<file path="src/hdl/rsa_pkg.sv">
package rsa_pkg;
    localparam int OPERAND_BITS = 32;
    localparam int CFG_WIDTH = 32;
    localparam int CFG_IDX_BITS = 2;
    localparam logic [1:0] REG_MODULUS = 2'd0;
    localparam logic [1:0] REG_SIGN_EXP = 2'd1;
    localparam logic [1:0] REG_VERIFY_EXP = 2'd2;

    typedef struct packed {
        logic start;
        logic active;
    } t_ctl;
endpackage

</file>
<file path="src/hdl/rsa_cell.sv">
module rsa_cell (
    input  logic         i_clk,
    input  rsa_pkg::t_ctl i_ctl,
    input  logic         i_rem_in,
    input  logic         i_qbit,
    input  logic         i_mbit,
    input  logic         i_borrow_in,
    output logic         o_rem,
    output logic         o_borrow
);
    logic r_rem;
    logic n_rem;
    logic d;

    // one bit of the partial remainder; a row of these forms a shift-subtract reducer
    assign d = i_rem_in ^ i_mbit ^ i_borrow_in;
    assign o_borrow = (~i_rem_in & (i_mbit | i_borrow_in)) | (i_mbit & i_borrow_in);
    assign o_rem = r_rem;

    always_comb begin
        n_rem = r_rem;
        if (i_ctl.start) begin
            n_rem = 1'b0;
        end else if (i_ctl.active) begin
            n_rem = i_qbit ? d : i_rem_in;
        end
    end

    always_ff @(posedge i_clk) begin
        r_rem <= n_rem;
    end
endmodule

</file>
<file path="src/hdl/rsa_modexp_sign_verify.sv">
// Modular exponentiation, one item at a time. For exponent e with highest set
// bit at position k and p set bits, an item takes k+1+p modular products (none
// for e == 0). Each modular product is a shift-add multiply followed by a row of
// OPERAND_BITS+1 remainder cells that reduce one product bit per cycle (skipped
// for a zero modulus, which keeps the low product bits). busy drops in the
// o_valid cycle, so the next item can be accepted then; the result stands for
// one cycle only and must be taken then, since the receiver cannot stall it.
module rsa_modexp_sign_verify #(
    parameter int OPERAND_BITS = rsa_pkg::OPERAND_BITS
) (
    input  logic                            i_clk,
    input  logic                            i_rst_n,
    input  logic                            start,
    output logic                            busy,
    input  logic                            i_kind,
    input  logic [31:0]                     i_message,
    input  logic [31:0]                     i_signature,
    input  logic                            i_cfg_we,
    input  logic [rsa_pkg::CFG_IDX_BITS-1:0] i_cfg_idx,
    input  logic [rsa_pkg::CFG_WIDTH-1:0]   i_cfg_data,
    output logic                            o_valid,
    output logic [31:0]                     o_result_value,
    output logic                            o_signature_ok
);
    localparam int W = OPERAND_BITS;
    localparam int PW = 2 * W;
    localparam int CW = $clog2(PW + 1);
    localparam int EW = $clog2(W + 1);

    localparam logic [2:0] S_IDLE = 3'd0;
    localparam logic [2:0] S_MUL = 3'd1;
    localparam logic [2:0] S_RED = 3'd2;
    localparam logic [2:0] S_DONE = 3'd3;

    logic [W-1:0] r_mod, r_sexp, r_vexp;
    logic [2:0] r_state;
    logic [W-1:0] r_base, r_acc, r_exp, r_msg;
    logic r_kind, r_sq;
    logic [PW-1:0] r_prod;
    logic [CW-1:0] r_cnt;
    logic [EW-1:0] r_mcnt;
    logic [W-1:0] r_mul_a, r_mul_b;
    logic r_valid;
    logic [31:0] r_res;
    logic r_ok;

    rsa_pkg::t_ctl ctl;
    logic [W:0] rem;
    logic [W+1:0] brw;
    logic geq;

    // remainder row: rem is shifted left with next product bit entering cell 0
    assign brw[0] = 1'b0;
    genvar g;
    generate
        for (g = 0; g <= W; g++) begin : g_cell
            logic rin;
            logic mb;
            if (g == 0) begin : g_lo
                assign rin = r_prod[PW-1];
            end else begin : g_hi
                assign rin = rem[g-1];
            end
            if (g < W) begin : g_m
                assign mb = r_mod[g];
            end else begin : g_mt
                assign mb = 1'b0;
            end
            rsa_cell u_cell (
                .i_clk(i_clk), .i_ctl(ctl),
                .i_rem_in(rin), .i_qbit(geq), .i_mbit(mb),
                .i_borrow_in(brw[g]), .o_rem(rem[g]),
                .o_borrow(brw[g+1])
            );
        end
    endgenerate
    assign geq = ~brw[W+1];

    // shift-add multiply of r_mul_a by the bits of r_mul_b
    logic [PW-1:0] addend;
    assign addend = r_mul_b[0] ? {{W{1'b0}}, r_mul_a} << r_mcnt : '0;

    assign ctl.start = (r_state == S_MUL) && (r_mcnt == EW'(W)) && (r_mod != '0);
    assign ctl.active = (r_state == S_RED);

    always_ff @(posedge i_clk) begin
        if (!i_rst_n) begin
            r_state <= S_IDLE;
            r_valid <= 1'b0;
            r_mod <= W'(1);
            r_sexp <= W'(1);
            r_vexp <= W'(1);
        end else begin
            r_valid <= (r_state == S_DONE);
            if (i_cfg_we) begin
                case (i_cfg_idx)
                    rsa_pkg::REG_MODULUS: r_mod <= i_cfg_data[W-1:0];
                    rsa_pkg::REG_SIGN_EXP: r_sexp <= i_cfg_data[W-1:0];
                    rsa_pkg::REG_VERIFY_EXP: r_vexp <= i_cfg_data[W-1:0];
                    default: ;
                endcase
            end
            case (r_state)
                S_IDLE: begin
                    if (start) begin
                        r_kind <= i_kind;
                        r_msg <= i_message[W-1:0];
                        r_base <= i_kind ? i_signature[W-1:0] : i_message[W-1:0];
                        r_exp <= i_kind ? r_vexp : r_sexp;
                        r_acc <= W'(1);
                        r_state <= ((i_kind ? r_vexp : r_sexp) != '0) ? S_MUL : S_DONE;
                        if ((i_kind ? r_vexp : r_sexp) != '0) begin
                            r_sq <= ~(i_kind ? r_vexp[0] : r_sexp[0]);
                            r_mul_a <= i_kind ? i_signature[W-1:0] : i_message[W-1:0];
                            r_mul_b <= (i_kind ? r_vexp[0] : r_sexp[0]) ?
                                W'(1) : (i_kind ? i_signature[W-1:0] : i_message[W-1:0]);
                            r_prod <= '0;
                            r_mcnt <= '0;
                        end
                    end
                end
                S_MUL: begin
                    if (r_mcnt == EW'(W)) begin
                        r_cnt <= (r_mod == '0) ? CW'(PW) : '0;
                        if (r_mod == '0) begin
                            r_prod <= {{W{1'b0}}, r_prod[W-1:0]};
                        end
                        r_state <= S_RED;
                    end else begin
                        r_prod <= r_prod + addend;
                        r_mul_b <= r_mul_b >> 1;
                        r_mcnt <= r_mcnt + EW'(1);
                    end
                end
                S_RED: begin
                    if (r_cnt != CW'(PW)) begin
                        r_prod <= r_prod << 1;
                        r_cnt <= r_cnt + CW'(1);
                    end else begin
                        logic [W-1:0] red;
                        red = (r_mod == '0) ? r_prod[W-1:0] : rem[W-1:0];
                        r_mcnt <= '0;
                        r_prod <= '0;
                        if (!r_sq) begin
                            // accumulator multiply done, now square base
                            r_acc <= red;
                            r_sq <= 1'b1;
                            r_mul_a <= r_base;
                            r_mul_b <= r_base;
                            r_state <= S_MUL;
                        end else begin
                            r_base <= red;
                            r_exp <= r_exp >> 1;
                            if (r_exp[W-1:1] == '0) begin
                                r_state <= S_DONE;
                            end else begin
                                r_sq <= ~r_exp[1];
                                r_mul_a <= red;
                                r_mul_b <= r_exp[1] ? r_acc : red;
                                r_state <= S_MUL;
                            end
                        end
                    end
                end
                S_DONE: begin
                    r_res <= 32'(r_acc);
                    r_ok <= r_kind && (r_acc == r_msg);
                    r_state <= S_IDLE;
                end
                default: r_state <= S_IDLE;
            endcase
        end
    end

    assign busy = (r_state != S_IDLE);
    assign o_valid = r_valid;
    assign o_result_value = r_res;
    assign o_signature_ok = r_ok;

    a_done_valid: assert property (@(posedge i_clk) disable iff (!i_rst_n)
        (r_state == S_DONE) |=> o_valid) else $error("missing result");
    a_valid_idle: assert property (@(posedge i_clk) disable iff (!i_rst_n)
        o_valid |-> (r_state == S_IDLE)) else $error("result while busy");
    a_sign_ok: assert property (@(posedge i_clk) disable iff (!i_rst_n)
        (o_valid && !r_kind) |-> !o_signature_ok) else $error("ok on sign");
endmodule

</file>
<file path="config.mk">
export PLATFORM = sky130hd
export DESIGN_NAME = rsa_modexp_sign_verify
export DESIGN_NICKNAME = d
export VERILOG_FILES = /design/src/hdl/rsa_pkg.sv /design/src/hdl/rsa_cell.sv /design/src/hdl/rsa_modexp_sign_verify.sv
export SDC_FILE = /design/constraint.sdc
export NUM_CORES = 1
export LEC_CHECK = 0
export ABC_AREA = 1
export BUFFER_PORTS_ARGS = -buffer_cell sky130_fd_sc_hd__clkbuf_2
export CAP_MARGIN = 10
export CORE_ASPECT_RATIO = 1.4
export CORE_MARGIN = 2
export CORE_UTILIZATION = 55
export DETAILED_ROUTE_END_ITERATION = 12
export PLACE_DENSITY = 0.84
export SETUP_SLACK_MARGIN = 0.2
export SLEW_MARGIN = 20
export SYNTH_ARGS = -nofsm -noshare
export SYNTH_HDL_FRONTEND = slang
export SYNTH_SLANG_ARGS = --single-unit
</file>
<file path="constraint.sdc">
create_clock -name i_clk -period 14 [get_ports i_clk]
set_input_delay 0.7 -clock i_clk [delete_from_list [all_inputs] [get_ports i_clk]]
set_output_delay 0.7 -clock i_clk [all_outputs]
set_load 0.01 [all_outputs]
</file>
==> metrics, run 1 <==
IO Port Bufs=137; Final Hold Vio Count=0; GRT overflow=0; post-synthesis average cell area=7.42 µm²; clk slew on worst S/H paths=0.07 ns; io pins=roughly 140; Post-Syn Area=roughly 28,000 µm²; met2 routed WL=44,500 µm; Setup WS post-layout=0.524 ns; Syn Inst Count=3,725; Seq/Total Area, Yosys=a little over two fifths; Cell Pwr Density=194 nW/µm²; area occupied by multi-input gates=13,800 µm²; CTS tree=yes; Final Critical Period=between 10 and 15 ns; Slowest cell on crit path=fa_1; Power Internal=3.22 mW; DIE HEIGHT=269 µm; crit end category=register; cts bufs inserted=44; pre-CTS WS=0.190 ns; Net Sw Power=2.67 mW; Die Width=slightly below 200 µm; clk root buf=clkbuf_16; Via Count=26,911; combinational share of power=45.5%; drc violations=0; net count reported at finish=3,987; share of layout cells above drive strength 1=8.52%; max-cap viol count=0; Crit path top cell by count=fa_1; Hold WC Path Type=in -> reg; Yosys reg bits=434; Detailed Place HPWL=69,800 µm; final non-filler cell total=roughly 4,500; RSZ-0062 raised after global routing=no; slew margin rel.=a little over a fifth; Met3 Wirelength=8340 µm; Core ar.=49,900 µm²; Global Route Usage Sum=35.3%; Reg area=about 12,000 µm²; largest net degree at the start of global routing=102; Final ANT Viol Nets=0; clock power share=21.2%; vias per inst=between 6 and 7; FFs w/ async S/R, synth=0%; Sequential Power Share=33.2%; design area=~30,000 µm²; filler instances=4,315; Distinct cells, synth=53; vias in the first global route=around 25,000; Net Sw Frac=45.3%; clock sink count=between 400 and 500; 1st-iter DRT viols=3,267; ant diodes=0; Syn-to-layout area delta=9.92%; Yosys warning count=0; Setup TNS Final=0 ns; Post-Syn Nets=3,932; Startpoint Class=register; Final Core Density=just over 60%; Pre-antenna DRT Iters=8; top_reg_cell synth=edfxtp_1; crit path max fanout=12; first-pass GRT wire length=144,000 µm; Starting Density=55.4%; initial antenna violation count=0; final slew viol count=0; fin crit share=96.3%; Post-Route WL=94,900 µm; Clock Tree Buf Depth=3; DIE AREA=52,100 µm²; clk_skew=about 0.031 ns; most common cell after layout, fill and taps aside=nand2_1; Max stage delay on crit path=between 0.4 and 0.5 ns; Placer Congestion=1.05; critical path type=reg -> reg; Clock Latency Late Sink=0.59 ns; maximum VDD drop=136 µV; Data arrival, critical path=13.92 ns; CP Data Required Time=14.44 ns; fmax=0.0742 GHz; metal1 wirelength=33,200 µm; WL/cell=21.3 µm; status=completed; htree depth=2; DR top layer=met4; Post-synth EDFFs=303; placed cell area=around 29,000 µm²; most frequent cells in the layout=nand2_1 (1,020), nor2_1 (516), inv_1 (364); final setup fails=0; dpl cells=4,373; Cell Rows=97; Leak=about 13 nW; Worst-Margin Slew=about 1.2 ns
power by group through the flow:
stage	logic, mW	registers (mW)	clock network (mW)
after floorplan	1.80	1.88	0
after global placement	2.52	1.96	0
after detailed placement	2.56	1.97	0
after CTS	2.59	1.95	1.25
after global routing	2.92	1.97	1.30
final	2.68	1.96	1.25
registers in the layout (all words and copies together), names as in the netlist, 7 cells and up:
| register | flops |
|---|---|
| r_prod | 64 |
| r_mul_b | 32 |
| r_base | 32 |
| r_msg | 32 |
| r_mod | 32 |
| r_mul_a | 32 |
| o_result_value | 32 |
| r_exp | 31 |
| r_cnt | 7 |
| r_sexp | 32 |
| g_cell.u_cell.o_rem | 32 |
| r_vexp | 32 |
| r_acc | 32 |
cell families after synthesis:
| group | Yosys count | share of synthesized area, % |
|---|---|---|
| compound gates | 752 | 15.7 |
| xor+xnor | 13 | 0.412 |
| fa+ha+maj | 104 | 5.58 |
| buf+inv | 549 | 7.76 |
| flops | 434 | 42.4 |
| mux | 40 | 1.45 |
| simple gates | 1833 | 26.7 |
critical path, delay by kind of cell (launching register included):
family / cells / cell delay [ns]
DFF: 1 / 0.38
AOI/OAI and AO/OA: 2 / 0.28
and+or+nand+nor: 2 / 0.19
buffers and inverters: 2 / 0.29
adders and majority gates: 32 / 12.20
timing repair:
action                                  CTS  global route
pin swaps                                 0             2
buffers inserted                          0             1
endpoints found under the hold margin     0             0
endpoints found under the setup margin   23            32
hold buffers                              0             0
gates resized for setup                   3             9
through the flow:
stage          hold slack (ns)  total power [mW]
4_1_cts                  0.292              5.78
3_5_place_dp             0.432              4.53
3_3_place_gp             0.431              4.49
2_1_floorplan            0.426              3.68
6_report                 0.303              5.88
5_1_grt                  0.297              6.19
per-layer routing:
| metal | track usage [%] | vias up |
|---|---|---|
| met5 | 0 | - |
| met4 | 27.7 | 0 |
| met3 | 4.77 | 390 |
| met2 | 58.0 | 1612 |
| met1 | 41.7 | 12321 |
| li1 | - | 12588 |
cell usage after synthesis (all sizes together), types with 6 or more instances:
| master | count | area [µm²] |
|---|---|---|
| nor2 | 523 | 1970 |
| nand2 | 1021 | 3830 |
| o22ai | 17 | 106 |
| nand3 | 173 | 866 |
| mux2i | 40 | 400 |
| or2 | 18 | 113 |
| ha | 72 | 901 |
| xnor2 | 7 | 61.3 |
| o21bai | 14 | 105 |
| fa | 32 | 641 |
| dfxtp | 131 | 2620 |
| edfxtp | 303 | 9100 |
| nand4 | 26 | 163 |
| xor2 | 6 | 52.6 |
| nor3 | 32 | 165 |
| inv | 375 | 1410 |
| a31oi | 30 | 188 |
| nor4 | 24 | 150 |
| a22oi | 64 | 480 |
| buf | 58 | 290 |
| o21ai | 332 | 1770 |
| o221ai | 34 | 298 |
| nand3b | 11 | 82.6 |
| a21oi | 238 | 1190 |
| clkbuf | 113 | 432 |
area by class of cell:
cell class,count,area share (%)
well taps,643,2.65
repair buffers,180,3.50
clock buffers,63,4.23
inverters,378,4.70
flip-flops and latches,434,38.6
multi-input cells,2742,45.6
clock inverters,19,0.738
path summary, 6_finish.rpt:
check | start | end | slack [ns] | depth (start not counted)
min | i_message[20] | r_msg[20] | 0.30 | 1
max | r_prod[63] | g_cell[28].u_cell.o_rem | 0.52 | 38
min reg2reg | r_acc[5] | o_result_value[5] | 0.44 | 0
max reg2reg | r_prod[63] | g_cell[28].u_cell.o_rem | 0.52 | 38
Note: power is estimated with default switching activity, not from simulation.
==> inputs of run 2 (changes only) <==
Settings changed: ABC_AREA 1 to not set.
==> run 2 against run 1 <==
Worst hold slack worse by 0.010 ns. Register-to-register slack gained 0.03 ns. Combinational power decreased by 7%. Flip-flop and latch count unchanged. Critical path depth unchanged. Sequential share of layout area up 1.8 points.
==> metrics, run 2 <==
Starting Density=55.3%; Core ar.=47,800 µm²; Post-Syn Nets=between 2,000 and 3,000; htree depth=2; initial antenna violation count=3; final setup fails=0; Die Width=roughly 190 µm; cts bufs inserted=between 40 and 50; Hold WC Path Type=in -> reg; clk_skew=0.0259 ns; Clock Latency Late Sink=0.59 ns; Via Count=22,118; DIE AREA=49,900 µm²; area occupied by multi-input gates=approximately 14,000 µm²; FFs w/ async S/R, synth=0%; status=completed; placed cell area=27,500 µm²; Global Route met2 Usage=55.0%; clk root buf=clkbuf_16; Yosys warning count=0; vias in the first global route=21,860; WP depth=38; WHS=0.292 ns; R2R depth=38; WP buf/inv=1; Global Route Usage Sum=a little under a third; crit end category=register; fmax=0.0743 GHz; Final ANT Viol Nets=0; Setup TNS Final=0 ns; GRT overflow=0; met3 Use GR=3.76%; slew margin rel.=23.2%; most frequent cells in the layout=nand2_1 (473), edfxtp_1 (303), o21ai_0 (244); top cell family by delay on the critical path=adder cells; Placer Congestion=0.993; RSZ-0062 raised after global routing=no; vias per inst=between 6 and 7; Leak=between 10 and 15 nW; top_reg_cell synth=edfxtp_1; Yosys reg bits=about 430; synth top area cells=edfxtp_1 (34%), dfxtp_1 (9.9%), nand2_1 (6.7%); Final Hold Vio Count=0; Seq/Total Area, Yosys=between 40% and 50%; critical path type=reg -> reg; Slowest cell on crit path=fa_2; Post-Syn Area=26,400 µm²; post-synthesis average cell area=between 9 and 10 µm²; IO Port Bufs=about 140; max reg flops=64; Detailed Place HPWL=between 50,000 and 60,000 µm; Post-Route WL=between 80,000 and 90,000 µm; Cell Rows=between 90 and 100; clock sink count=434; DIE HEIGHT=263 µm; share of layout cells above drive strength 1=12.5%; most frequent cell after synthesis=nand2_1; most common cell after layout, fill and taps aside=nand2_1; Worst-Margin Slew=1.15 ns; Distinct cells, synth=76; Synth top area share=34.4%; global route hottest layer=met2; Reg area=11,700 µm²; hold_buf cts=0; max-cap viol count=0; Syn Inst Count=2,784; Pre-antenna DRT Iters=7; CTS tree=yes; Cell Pwr Density=195 nW/µm²; Syn-to-layout area delta=9.82%; Crit path top cell by count=fa_1; ant diodes=0; most instantiated cells after synthesis=nand2_1 (473), edfxtp_1 (303), o21ai_0 (249); drc violations=0; net count reported at finish=3,016; design area=between 20,000 and 30,000 µm²; Final Critical Period=13.45 ns; crit path max fanout=8; first-pass GRT wire length=123,000 µm; filler instances=approximately 3,900; CP Data Required Time=14.45 ns; Clock Tree Buf Depth=3; Startpoint Class=register; final slew viol count=0; 1st-iter DRT viols=about 2,100; fin crit share=between 90% and 100%; Top reg by flops=r_prod; maximum VDD drop=129 µV; io pins=138; Data arrival, critical path=~14 ns; WL/cell=23.0 µm; Hold Path Stages=1; clk slew on worst S/H paths=0.07 ns; met1 Resource Use GR=36.4%; Yosys top cell by area=edfxtp_1; Post-synth EDFFs=303; largest net degree at the start of global routing=118; Max stage delay on crit path=between 0.4 and 0.5 ns
[run 2: per-stage QoR]
step                utilization [%]  total power [mW]  std cells  setup WS [ns]
finish                         60.8              5.67       3474          0.549
global route                   60.8              5.96       3474          0.218
CTS                            60.7              5.60       3472          0.185
detailed placement             57.5              4.37       3388          0.129
global placement               57.5              4.30       3388          0.441
floorplan                         -              3.64       2784          0.749
[run 2: final timing paths]
kind,startpoint,slack [ns],end
worst min register to register,r_vexp[12],0.48,r_vexp[12]
worst min-delay path,i_message[13],0.29,r_msg[13]
worst max register to register,r_prod[63],0.55,g_cell[10].u_cell.o_rem
worst max-delay path,r_prod[63],0.55,g_cell[10].u_cell.o_rem
[run 2: routing by layer]
layer | up-vias | part of all wire, %
met5 | - | 0.010
met4 | 2 | 7.3
met3 | 245 | 7.1
met2 | 1082 | 50
met1 | 10698 | 36
li1 | 10091 | -
[run 2: worst reg2reg max path: cells and delay by family (launching register included)]
kind	cells	cell delay, ns
and+or+nand+nor	3	0.37
AOI/OAI and AO/OA	1	0.10
buffers and inverters	1	0.06
adders and majority gates	32	12.23
DFF	1	0.36
muxes	1	0.19
[run 2: cells by family after synthesis]
family | share of synthesized area [%]
xor+xnor | 3.28
fa+ha+maj | 5.83
mux | 9.52
simple gates | 15.8
buf+inv | 3.73
compound gates | 17.6
flops | 44.3
[run 2: area by class of cell]
cell class              instances  area share, %
clock inverters                24          0.702
repair buffers                170           3.24
flip-flops and latches        434           40.4
multi-input cells            2097           47.8
inverters                      62          0.801
well taps                     630           2.71
clock buffers                  57           4.39
[run 2: report_power, final]
part	switching (mW)	internal [mW]	total (mW)
clock network	0.534	0.671	1.20
logic	1.62	0.876	2.50
registers	0.243	1.73	1.97
[run 2: timing repair]
item                       CTS  global route
buffers inserted             1             0
setup endpoints to repair   32            32
gates cloned                 2             2
resized for setup            2            16
pin swaps                    0             1
